--- src/rtl/core/hnm_pkg.sv ---
// Shared types and constants for the height-to-normal-map block.
// No dependencies; imported by the front, queue, back and top modules.
`timescale 1ns / 1ps

package hnm_pkg;

  localparam int DEF_MAX_WIDTH  = 1024;
  localparam int DEF_MAX_HEIGHT = 1024;

  // configuration register indexes
  localparam logic [1:0] CFG_IMAGE_WIDTH  = 2'd0;
  localparam logic [1:0] CFG_IMAGE_HEIGHT = 2'd1;
  localparam logic [1:0] CFG_GAIN         = 2'd2;

  localparam int HGT_W      = 10;  // height sum r+g+b, 0..765
  localparam int QDEPTH     = 4;   // job queue between front and back
  localparam int ROOT_STEPS = 28;
  localparam int DIV_STEPS  = 16;

  // one normal to compute, as handed from front to back
  typedef struct packed {
    logic signed [HGT_W:0] difu;
    logic signed [HGT_W:0] difv;
    logic                  du2;
    logic                  dv2;
    logic                  last;
    logic [9:0]            col;
    logic [9:0]            row;
  } job_t;

  // row slot (modulo three) of a row lying d rows above the row in slot s
  function automatic logic [1:0] slot_back(input logic [1:0] s, input logic [1:0] d);
    logic [1:0] res;
    res = s;
    case ({s, d})
      4'b00_01: res = 2'd2;
      4'b00_10: res = 2'd1;
      4'b01_01: res = 2'd0;
      4'b01_10: res = 2'd2;
      4'b10_01: res = 2'd1;
      4'b10_10: res = 2'd0;
      default:  res = s;
    endcase
    return res;
  endfunction

endpackage

--- src/rtl/core/hnm_queue.sv ---
// Short job queue between front and back ends.
// Depends on hnm_pkg.
`timescale 1ns / 1ps

module hnm_queue (
  input  logic          clk,
  input  logic          rst_n,
  input  logic          push,
  input  hnm_pkg::job_t push_job,
  output logic          full,
  input  logic          pop,
  output hnm_pkg::job_t pop_job,
  output logic          empty
);
  import hnm_pkg::*;

  localparam int PW = $clog2(QDEPTH);

  job_t        slots_r [QDEPTH];
  logic [PW-1:0] wr_r, wr_nxt, rd_r, rd_nxt;
  logic [PW:0]   cnt_r, cnt_nxt;

  assign full    = (cnt_r == (PW + 1)'(QDEPTH));
  assign empty   = (cnt_r == '0);
  assign pop_job = slots_r[rd_r];

  always_comb begin
    wr_nxt  = (push && !full) ? wr_r + 1'b1 : wr_r;
    rd_nxt  = (pop && !empty) ? rd_r + 1'b1 : rd_r;
    cnt_nxt = cnt_r + (PW + 1)'(push && !full) - (PW + 1)'(pop && !empty);
  end

  always_ff @(posedge clk) begin
    if (!rst_n) begin
      wr_r  <= '0;
      rd_r  <= '0;
      cnt_r <= '0;
    end else begin
      wr_r  <= wr_nxt;
      rd_r  <= rd_nxt;
      cnt_r <= cnt_nxt;
    end
  end

  always_ff @(posedge clk) begin
    if (push && !full) begin
      slots_r[wr_r] <= push_job;
    end
  end

endmodule

--- config.mk ---
export PLATFORM = sky130hd
export DESIGN_NAME = hnm_queue
export DESIGN_NICKNAME = d
export VERILOG_FILES = /design/src/rtl/core/hnm_pkg.sv /design/src/rtl/core/hnm_queue.sv
export SDC_FILE = /design/constraint.sdc
export NUM_CORES = 1
export LEC_CHECK = 0
export BUFFER_PORTS_ARGS = -buffer_cell sky130_fd_sc_hd__buf_2
export CORE_MARGIN = 4
export CORE_UTILIZATION = 55
export DETAILED_ROUTE_END_ITERATION = 10
export PLACE_DENSITY_LB_ADDON = 0.1
export SYNTH_ARGS = -nofsm -noshare
export SYNTH_HDL_FRONTEND = slang
export SYNTH_SLANG_ARGS = --single-unit
--- constraint.sdc ---
create_clock -name clk -period 5.7 [get_ports clk]
set_input_delay 0.855 -clock clk [delete_from_list [all_inputs] [get_ports clk]]
set_output_delay 0.855 -clock clk [all_outputs]
set_load 0.05 [all_outputs]
==> metrics <==
Synth area leaders edfxtp_1, mux4_2, dfxtp_1; cell row count 41; Hold Path Class flip-flop to flip-flop; vias in the first global route around 3.4k; Placed Instance Area 7650 sq um; final worst-path cycle share a little under three fifths; Least-Margin Pin Slew just over 0.9 ns; P per Cell Area between 400 and 500 nW/um^2; wire per inst roughly 20 microns; Hold Path Origin rd_r[0]; io pins 96; initial antenna violation count 1; Initial DRC Count roughly 200; CTS Buffer Depth 2; worst setup path category flip-flop to output pin; slew margin rel. about two fifths; Die Wd between 100 and 150 microns; Post-CTS Repair Setup Buffers 0; Syn. warnings 0; endpoints failing setup 0; Mean Syn Cell Area between 20 and 25 sq um; Commonest cells post-synth edfxtp_1, mux4_2, dfxtp_1, and2_1; gr usage total around 17%; Leak Pwr approximately 2.8 nW; fillcell total 833; clk_lat worst skew a little over 0.4 ns; post-synth top area share between 70% and 80%; critical path peak fanout 45; Worst EP required roughly 4.9 ns; die area around 15,000 sq um; drc violations 0; CTS tree done; Seq. cell area around 5600 sq um; FF+latch count, synth 189; cts bufs inserted 17; RSZ-0062 raised after global routing no; cell taking the most area after synthesis edfxtp_1; Port-buffer cells 95; Multi-input gate area approximately 1300 sq um; status complete, no violations; Core Box Area ~13,000 sq um; crit path launch type flip-flop; Mapped Cells about 290; Sink Count 189; fmax between 0.3 and 0.4 GHz; mapped cell area 7040 sq um; CP arrival around 2.3 ns; CTS resizes 0; Area Overhead vs Synth 16.7%; via count approximately 3.2k; Main synth FF type edfxtp_1; Async SR Flop Fraction 0%; Die Y between 100 and 150 microns; Finished Core Util between 60% and 70%; maximum VDD drop around 0.27 mV; Synthesized Nets 342; Slew Limit Fails 0; layout net count around 450; most frequent cell after synthesis edfxtp_1; post-route design area a little over 8000 sq um; cts hold-fix bufs 0; RePlAce Congestion between 0.7 and 0.8; DRT Pass-1 Iters 4; DRT Wirelength about 12,000 microns; Root Buffer Master clkbuf_16; maxcap violations 0; layout cells sized above 1 between 40 and 50%; Fin. Hold Viols 0; Clock H-tree levels 4; pin count of the biggest net entering global routing 46; Overflow after GRT 0; routed vias/inst around 5.5; ANT nets after route 0; Crit. End Element output pin; initial core utilization 56.0%; Reg-to-Reg Start cnt_r[2]; Sum Neg Setup Slack 0 ns; synth unique cells 23; first-pass GRT wire length 18,500 microns; register area share after synthesis 79.3%; EDFF count, synth 180; Clock Skews 0.00801 ns; Tmin final ~3.2 ns; clock transition at the registers of the reported paths approximately 0.06 ns; HPWL Detailed approximately 6800 microns
## power by group
| part | total [W] | switching [W] | internal, W |
|---|---|---|---|
| sequential | 0.00179 | 0.000104 | 0.00169 |
| clock | 0.00112 | 0.000449 | 0.000675 |
| combinational | 0.00109 | 0.000743 | 0.000347 |
| total | 0.00400 | 0.00130 | 0.00271 |
## path summary, 6_finish.rpt
path | to | slack (ns) | cells past startpoint
worst max-delay path | pop_job[43] | 2.55 | 2
worst min-delay path | flip-flop | 0.49 | 2
worst max register to register | cnt_r[2] | 3.37 | 10
worst min register to register | flip-flop | 0.49 | 2
## sequential cells by signal, summed over array words and instances, names as in the netlist, named ones only
register / cells
slots_r: 180
cnt_r: 3
rd_r: 2
wr_r: 2
## kinds of logic (layout without fill, tap and decap cells)
group	count (synthesis)	after routing	synth area share, %
other	0	2	0
DFF	189	189	79.3
adders and majority gates	7	7	1.35
muxes	47	47	14.9
xor gates and xnor gates	2	2	0.249
buffers and inverters	18	137	2.10
and+or+nand+nor	19	19	1.69
AOI/OAI and AO/OA	4	4	0.320
## per-stage QoR
| stage | power [W] | setup WS [ns] | instances | hold WS (ns) |
|---|---|---|---|---|
| global route | 0.00417 | 2.36 | 577 | 0.527 |
| CTS | 0.00406 | 2.44 | 577 | 0.489 |
| global placement | 0.00292 | 2.89 | 546 | 0.461 |
| finish | 0.00400 | 2.55 | 579 | 0.491 |
| detailed placement | 0.00293 | 2.90 | 546 | 0.473 |
| floorplan | 0.00272 | 3.06 | 286 | 0.456 |
## final cells by class
| class | count | area share [%] |
|---|---|---|
| antenna | 2 | 0.0609 |
| clock buffer | 19 | 5.27 |
| clock inverter | 12 | 1.55 |
| inverter | 6 | 0.274 |
| multi-input combinational | 79 | 16.0 |
| sequential | 189 | 68.0 |
| tap | 172 | 2.62 |
| timing repair buffer | 100 | 6.24 |
## critical path, stage by stage, from the launching register on
cell     delay [ns]
dfxtp_4        0.95
mux4_1         0.67
buf_2          0.23
## cells in the final DEF (no fill, tap or decap), types with 3 or more instances in the layout
cell       Yosys  routed
bufinv_16      0       3
inv_1          6       6
nand2_1        6       6
clkinv_1       0       6
edfxtp_1     180     180
o21ai_0        3       3
mux4_2        40      40
mux4_1         5       5
buf_2          5      95
clkbuf_16      0      17
and2_2         0       4
ha_1           6       6
buf_4          0       5
and2_1         7       3
dfxtp_1        9       7
clkinv_2       0       3
## layer usage
layer | share of wire (%) | wire, microns | track usage (%)
met3 | 6.5 | 768 | 5.83
met2 | 52 | 6080 | 28.1
met4 | 1.2 | 140 | 6.30
met5 | 0.11 | 13 | 0
met1 | 41 | 4790 | 22.4
Power figures use the tool's default switching activity.
