### src/rtl/core/hnm_pkg.sv
// Shared types and constants for the height-to-normal-map block.
// No dependencies; imported by the front, queue, back and top modules.
`timescale 1ns / 1ps

package hnm_pkg;

  localparam int DEF_MAX_WIDTH  = 1024;
  localparam int DEF_MAX_HEIGHT = 1024;

  // configuration register indexes
  localparam logic [1:0] CFG_IMAGE_WIDTH  = 2'd0;
  localparam logic [1:0] CFG_IMAGE_HEIGHT = 2'd1;
  localparam logic [1:0] CFG_GAIN         = 2'd2;

  localparam int HGT_W      = 10;  // height sum r+g+b, 0..765
  localparam int QDEPTH     = 4;   // job queue between front and back
  localparam int ROOT_STEPS = 28;
  localparam int DIV_STEPS  = 16;

  // one normal to compute, as handed from front to back
  typedef struct packed {
    logic signed [HGT_W:0] difu;
    logic signed [HGT_W:0] difv;
    logic                  du2;
    logic                  dv2;
    logic                  last;
    logic [9:0]            col;
    logic [9:0]            row;
  } job_t;

  // row slot (modulo three) of a row lying d rows above the row in slot s
  function automatic logic [1:0] slot_back(input logic [1:0] s, input logic [1:0] d);
    logic [1:0] res;
    res = s;
    case ({s, d})
      4'b00_01: res = 2'd2;
      4'b00_10: res = 2'd1;
      4'b01_01: res = 2'd0;
      4'b01_10: res = 2'd2;
      4'b10_01: res = 2'd1;
      4'b10_10: res = 2'd0;
      default:  res = s;
    endcase
    return res;
  endfunction

endpackage

### src/rtl/core/hnm_back.sv
// Back end: turns one job into an encoded normal with a shared multiplier,
// a bit-serial square root and a restoring divider. Holds the output register.
// Depends on hnm_pkg.
`timescale 1ns / 1ps

module hnm_back (
  input  logic               clk,
  input  logic               rst_n,
  input  logic signed [15:0] gain,
  input  logic               q_empty,
  input  hnm_pkg::job_t      q_job,
  output logic               pop,
  output logic               out_valid,
  input  logic               out_stall,
  output logic [7:0]         out_normal_red,
  output logic [7:0]         out_normal_green,
  output logic [7:0]         out_normal_blue,
  output logic [9:0]         out_col_out,
  output logic [9:0]         out_row_out,
  output logic               out_run_last
);
  import hnm_pkg::*;

  localparam logic [2:0] B_IDLE  = 3'd0;
  localparam logic [2:0] B_PROD  = 3'd1;
  localparam logic [2:0] B_SQ    = 3'd2;
  localparam logic [2:0] B_ROOT  = 3'd3;
  localparam logic [2:0] B_DINIT = 3'd4;
  localparam logic [2:0] B_DIV   = 3'd5;
  localparam logic [2:0] B_DONE  = 3'd6;

  logic [2:0]  st_r;
  logic [4:0]  cnt_r;
  logic [1:0]  comp_r;
  job_t        job_r;
  logic        xneg_r, yneg_r;
  logic [27:0] mx_r, my_r;
  logic [11:0] z_r;
  logic [55:0] acc_r, s_r, rt_r, bit_r;
  logic [27:0] len_r, rem_r;
  logic [15:0] q_r;
  logic [7:0]  byte_r [3];
  logic        out_valid_r;

  logic signed [26:0] px, py;
  logic signed [27:0] sx, sy;
  logic [27:0] sq_op;
  logic [55:0] sq;
  logic [55:0] trial;
  logic [27:0] mag;
  logic        nbit, ge;
  logic [28:0] rem2;
  logic [15:0] qfin, qc;
  logic [16:0] biased;
  logic [24:0] scaled;
  logic        load_out;

  assign pop       = (st_r == B_IDLE) && !q_empty;
  assign out_valid = out_valid_r;
  assign load_out  = (st_r == B_DONE) && (!out_valid_r || !out_stall);

  always_comb begin
    px = job_r.difu * gain;
    py = job_r.difv * gain;
    sx = job_r.dv2 ? (28'(px) <<< 1) : 28'(px);
    sy = job_r.du2 ? (28'(py) <<< 1) : 28'(py);
    case (cnt_r[1:0])
      2'd0:    sq_op = mx_r;
      2'd1:    sq_op = my_r;
      default: sq_op = 28'(z_r);
    endcase
    sq    = sq_op * sq_op;
    trial = rt_r + bit_r;
    case (comp_r)
      2'd0:    mag = mx_r;
      2'd1:    mag = my_r;
      default: mag = 28'(z_r);
    endcase
    nbit = (cnt_r == 5'd0) ? mag[0] : 1'b0;
    rem2 = {rem_r, nbit};
    ge   = rem2 >= {1'b0, len_r};
    qfin = {q_r[14:0], ge};
    qc   = (qfin > 16'd32768) ? 16'd32768 : qfin;
    // red carries minus nx, green plus ny, blue plus nz
    case (comp_r)
      2'd0:    biased = xneg_r ? 17'd32768 + 17'(qc) : 17'd32768 - 17'(qc);
      2'd1:    biased = yneg_r ? 17'd32768 - 17'(qc) : 17'd32768 + 17'(qc);
      default: biased = 17'd32768 + 17'(qc);
    endcase
    scaled = {biased, 8'd0} - 25'(biased);
  end

  always_ff @(posedge clk) begin
    if (!rst_n) begin
      st_r        <= B_IDLE;
      out_valid_r <= 1'b0;
    end else begin
      if (load_out) begin
        out_valid_r <= 1'b1;
      end else if (!out_stall) begin
        out_valid_r <= 1'b0;
      end
      case (st_r)
        B_IDLE:  if (!q_empty) st_r <= B_PROD;
        B_PROD:  st_r <= B_SQ;
        B_SQ:    if (cnt_r == 5'd2) st_r <= B_ROOT;
        B_ROOT:  if (cnt_r == 5'(ROOT_STEPS - 1)) st_r <= B_DINIT;
        B_DINIT: st_r <= B_DIV;
        B_DIV: begin
          if (cnt_r == 5'(DIV_STEPS - 1)) begin
            st_r <= (comp_r == 2'd2) ? B_DONE : B_DINIT;
          end
        end
        B_DONE:  if (load_out) st_r <= B_IDLE;
        default: st_r <= B_IDLE;
      endcase
    end
  end

  always_ff @(posedge clk) begin
    case (st_r)
      B_IDLE: begin
        job_r <= q_job;
        cnt_r <= 5'd0;
      end
      B_PROD: begin
        // X = -sx, Y = -sy
        xneg_r <= !sx[27] && (sx != '0);
        yneg_r <= !sy[27] && (sy != '0);
        mx_r   <= sx[27] ? 28'(-sx) : 28'(sx);
        my_r   <= sy[27] ? 28'(-sy) : 28'(sy);
        z_r    <= 12'd256 << (2'(job_r.du2) + 2'(job_r.dv2));
        acc_r  <= '0;
        cnt_r  <= 5'd0;
      end
      B_SQ: begin
        if (cnt_r == 5'd2) begin
          s_r   <= acc_r + sq;
          rt_r  <= '0;
          bit_r <= 56'd1 << (2 * (ROOT_STEPS - 1));
          cnt_r <= 5'd0;
        end else begin
          acc_r <= acc_r + sq;
          cnt_r <= cnt_r + 5'd1;
        end
      end
      B_ROOT: begin
        if (s_r >= trial) begin
          s_r  <= s_r - trial;
          rt_r <= (rt_r >> 1) + bit_r;
        end else begin
          rt_r <= rt_r >> 1;
        end
        bit_r <= bit_r >> 2;
        cnt_r <= cnt_r + 5'd1;
        comp_r <= 2'd0;
        if (cnt_r == 5'(ROOT_STEPS - 1)) begin
          len_r <= (s_r >= trial) ? 28'((rt_r >> 1) + bit_r) : 28'(rt_r >> 1);
        end
      end
      B_DINIT: begin
        rem_r <= mag >> 1;
        q_r   <= '0;
        cnt_r <= 5'd0;
      end
      B_DIV: begin
        rem_r <= ge ? 28'(rem2 - {1'b0, len_r}) : rem2[27:0];
        q_r   <= qfin;
        cnt_r <= cnt_r + 5'd1;
        if (cnt_r == 5'(DIV_STEPS - 1)) begin
          byte_r[comp_r] <= scaled[23:16];
          comp_r <= comp_r + 2'd1;
        end
      end
      default: begin
        cnt_r <= 5'd0;
      end
    endcase
    if (load_out) begin
      out_normal_red   <= byte_r[0];
      out_normal_green <= byte_r[1];
      out_normal_blue  <= byte_r[2];
      out_col_out      <= job_r.col;
      out_row_out      <= job_r.row;
      out_run_last     <= job_r.last;
    end
  end

endmodule

### config.mk
export PLATFORM = sky130hd
export DESIGN_NAME = hnm_back
export DESIGN_NICKNAME = d
export VERILOG_FILES = /design/src/rtl/core/hnm_pkg.sv /design/src/rtl/core/hnm_back.sv
export SDC_FILE = /design/constraint.sdc
export NUM_CORES = 2
export LEC_CHECK = 0
export BUFFER_PORTS_ARGS = -buffer_cell sky130_fd_sc_hd__buf_2
export CAP_MARGIN = 30
export CELL_PAD_IN_SITES_DETAIL_PLACEMENT = 0
export CELL_PAD_IN_SITES_GLOBAL_PLACEMENT = 1
export CORE_MARGIN = 2
export CORE_UTILIZATION = 48
export CTS_BUF_LIST = sky130_fd_sc_hd__clkbuf_8
export CTS_CLUSTER_SIZE = 25
export DETAILED_ROUTE_END_ITERATION = 16
export PLACE_DENSITY = 0.79
export REMOVE_ABC_BUFFERS = 1
export SETUP_SLACK_MARGIN = 0.5
export SLEW_MARGIN = 20
export SYNTH_ARGS = -nofsm -noshare
export SYNTH_HDL_FRONTEND = slang
export SYNTH_SLANG_ARGS = --single-unit
### constraint.sdc
create_clock -name clk -period 9 [get_ports clk]
set_clock_uncertainty 0.15 [all_clocks]
set_input_delay 1.35 -clock clk [delete_from_list [all_inputs] [get_ports clk]]
set_output_delay 1.35 -clock clk [all_outputs]
set_load 0.05 [all_outputs]
==> metrics.txt <==
status=completed; worst setup path category=flop to flop; antenna violations before repair=8; Most used DFF post-synth=edfxtp_1; total count of hold-check failures in the final report=0; setup slack of the critical path after layout=0.316 ns; final setup violation count=0; share of the synthesized area in the top cell type=30.1%; clock latency of the later-clocked register in the worst-skew pair=0.81 ns; starting density of the core=48.2%; post-synthesis to final-layout area growth=13.0%; headroom to the max-slew limit=37.3%; core region area=0.135 mm2; fraction of final layout cells sized beyond drive strength 1=around 14%; first-pass GRT wire length=293 mm; Worst EP required=between 9 and 10 ns; overall routing resource usage=27.5%; Max Cap Violations=0; count of H-tree levels built during CTS=3; total die area=0.138 mm2; vias per std cell=5.48; Placed Instances=8,976; total half-perimeter wirelength after legalization and detailed placement=153 mm; NumNets Final=around 8,900; pin count of the biggest net entering global routing=between 70 and 80; Most Frequent Cell on Critical Path=fa_1; Clk Tree Root Cell=clkbuf_8; Final Max Tran Viols=0; floorplan die height=372 um; Final Routed Wirelength=188 mm; share of flip-flops with an asynchronous set or reset after synthesis=0%; Unique masters post-synth=104; num rows=135; synthesized area divided by synthesized cell count=9.36 um2; top post-synthesis cells by area=fa_1 (30%), edfxtp_1 (21%), ha_1 (9.4%); number of hold buffers added after CTS=0; post-synthesis instance total=6,945; overall die width=372 um; number of synthesized flops with an enable pin=445; clock buffer count from CTS=86; final weighted congestion in routability-driven placement=0.990; worst-case hold slack=0.261 ns; minimum period implied by the final worst setup slack=8.68 ns; setup slack after placement=-0.515 ns; count of boundary I/O pins=112; global route total overflow=0; TritonCTS clock tree=yes; maximum operating frequency=0.115 GHz; Worst setup EP type=flop; Arr. time, crit path=9.05 ns; number of port buffers=111; worst reg-to-reg path cell count=38; remaining design rule violation count=0; final critical-path share of the clock period=96.5%; unrepaired setup endpoints after global routing=true; First-pass DRT Iterations=6; total of flip-flops plus latches after synthesis=454; Num Clock Sinks=around 450; post-CTS clock slew at the launch and capture registers of the worst setup and hold paths=0.07 ns; share of the yosys chip area belonging to registers=between 20% and 30%; post-DR wirelength/cell=just over 20 um; vias in the first global route=roughly 51,000; antenna violation net count after detailed routing=0; measured slew at the worst slew-check pin=about 0.94 ns; number of warnings printed during yosys synthesis=0; master of the slowest instance on the critical path=fa_2; delay of the slowest cell on the worst path=approximately 0.6 ns; critical path startpoint category=flop; DR iter-0 viols=~4,000; vias after detailed routing=50,300; area of the mapped netlist=0.0650 mm2; post-synthesis cell type with the largest combined area=fa_1; count of placed standard cells in the final layout, fillers left out=9,189; number of buffers on the longest clock path=3; final core utilization=roughly 54%; Worst Hold Class=flop to flop; number of stages on the worst hold path=0; crit-path max FO=7
## kinds of logic (layout without fill, tap and decap cells)
| kind of cell | after synthesis | after routing | synth area share (%) |
|---|---|---|---|
| muxes | 26 | 26 | 0.412 |
| buffers and inverters | 1597 | 2054 | 9.34 |
| adders and majority gates | 1468 | 1468 | 39.6 |
| other | 0 | 6 | 0 |
| xor gates and xnor gates | 316 | 316 | 4.26 |
| AOI/OAI and AO/OA | 1143 | 1143 | 11.5 |
| DFF | 454 | 454 | 20.8 |
| and+or+nand+nor | 1941 | 1941 | 14.1 |
## timing repair
action | 4_1_cts | 5_1_grt
hold endpoints to repair | 0 | 0
gates cloned | 2 | 0
resized for setup | 221 | 173
pin swaps | 93 | 126
endpoints found under the setup margin | 65 | 65
buffers inserted | 29 | 21
## flip-flops by register name, indices dropped and copies added, names as in the netlist, 24 cells and up
| register | count |
|---|---|
| bit_r | 28 |
| s_r | 56 |
| my_r | 28 |
| byte_r | 24 |
| len_r | 28 |
| rem_r | 28 |
| rt_r | 56 |
| mx_r | 28 |
| job_r | 45 |
| acc_r | 56 |
## cell usage in the layout (no fill, tap or decap), types with 177 or more instances in the layout
cell,count
and2_1,223
a21oi_1,282
edfxtp_1,445
inv_1,1324
buf_4,363
ha_1,470
nor2_1,446
nand2_1,666
fa_1,937
o21ai_0,223
xnor2_1,177
## worst max-delay path: cells and delay by family (launching register included)
| kind | cells | cell delay [ns] |
|---|---|---|
| adders and majority gates | 10 | 4.59 |
| muxes | 1 | 0.07 |
| xor gates and xnor gates | 1 | 0.24 |
| DFF | 1 | 0.38 |
| and+or+nand+nor | 6 | 0.36 |
| AOI/OAI and AO/OA | 6 | 1.25 |
| buffers and inverters | 14 | 1.33 |
## Yosys cell counts, types with 23 or more instances
| library cell | number |
|---|---|
| a211oi_1 | 46 |
| a21o_1 | 88 |
| a21oi_1 | 295 |
| a221oi_1 | 26 |
| a22o_1 | 25 |
| a22oi_1 | 26 |
| a31o_2 | 23 |
| a31oi_1 | 78 |
| and2_1 | 225 |
| and3_1 | 86 |
| clkbuf_1 | 213 |
| edfxtp_1 | 445 |
| fa_1 | 978 |
| ha_1 | 490 |
| inv_1 | 1343 |
| nand2_1 | 694 |
| nand2b_1 | 60 |
| nand3_1 | 62 |
| nand4_1 | 43 |
| nor2_1 | 494 |
| nor2b_1 | 54 |
| nor3_1 | 84 |
| nor4_1 | 27 |
| o211ai_1 | 34 |
| o21a_1 | 30 |
| o21ai_0 | 244 |
| o21bai_1 | 39 |
| or3_1 | 29 |
| xnor2_1 | 182 |
| xor2_1 | 134 |
## final cells by class
cell class | count | area [um2]
antenna | 6 | 15.0
clock buffer | 87 | 1200
clock inverter | 68 | 465
fill | 12200 | 61500
inverter | 1354 | 5110
multi-input combinational | 4894 | 46600
sequential | 454 | 13500
tap | 1781 | 2230
timing repair buffer | 545 | 4280
## layer usage
metal / global-route usage [%] / share of wire (%)
met4: 10.8 / 4.2
met5: 0 / 0.018
met3: 4.20 / 6.4
met1: 36.5 / 42
met2: 45.1 / 47
## through the flow
| stage | setup TNS (ns) | area, um2 |
|---|---|---|
| final | 0 | 73500 |
| after CTS | 0 | 72700 |
| after detailed placement | -5.84 | 69900 |
| after global placement | -3.82 | 69900 |
| after floorplan | -9.41 | 64000 |
| after global routing | 0 | 73500 |
## final timing paths
check	start	end	slack (ns)
setup / recovery	cnt_r[0]	s_r[39]	0.32
hold / removal	byte_r[2][4]	out_normal_blue[4]	0.26
setup reg to reg	cnt_r[0]	s_r[39]	0.32
hold reg to reg	byte_r[2][4]	out_normal_blue[4]	0.26
Power is left out: the tool's default activity adds up to more than one toggle a clock period on the data nets, which glitch-free logic cannot reach.
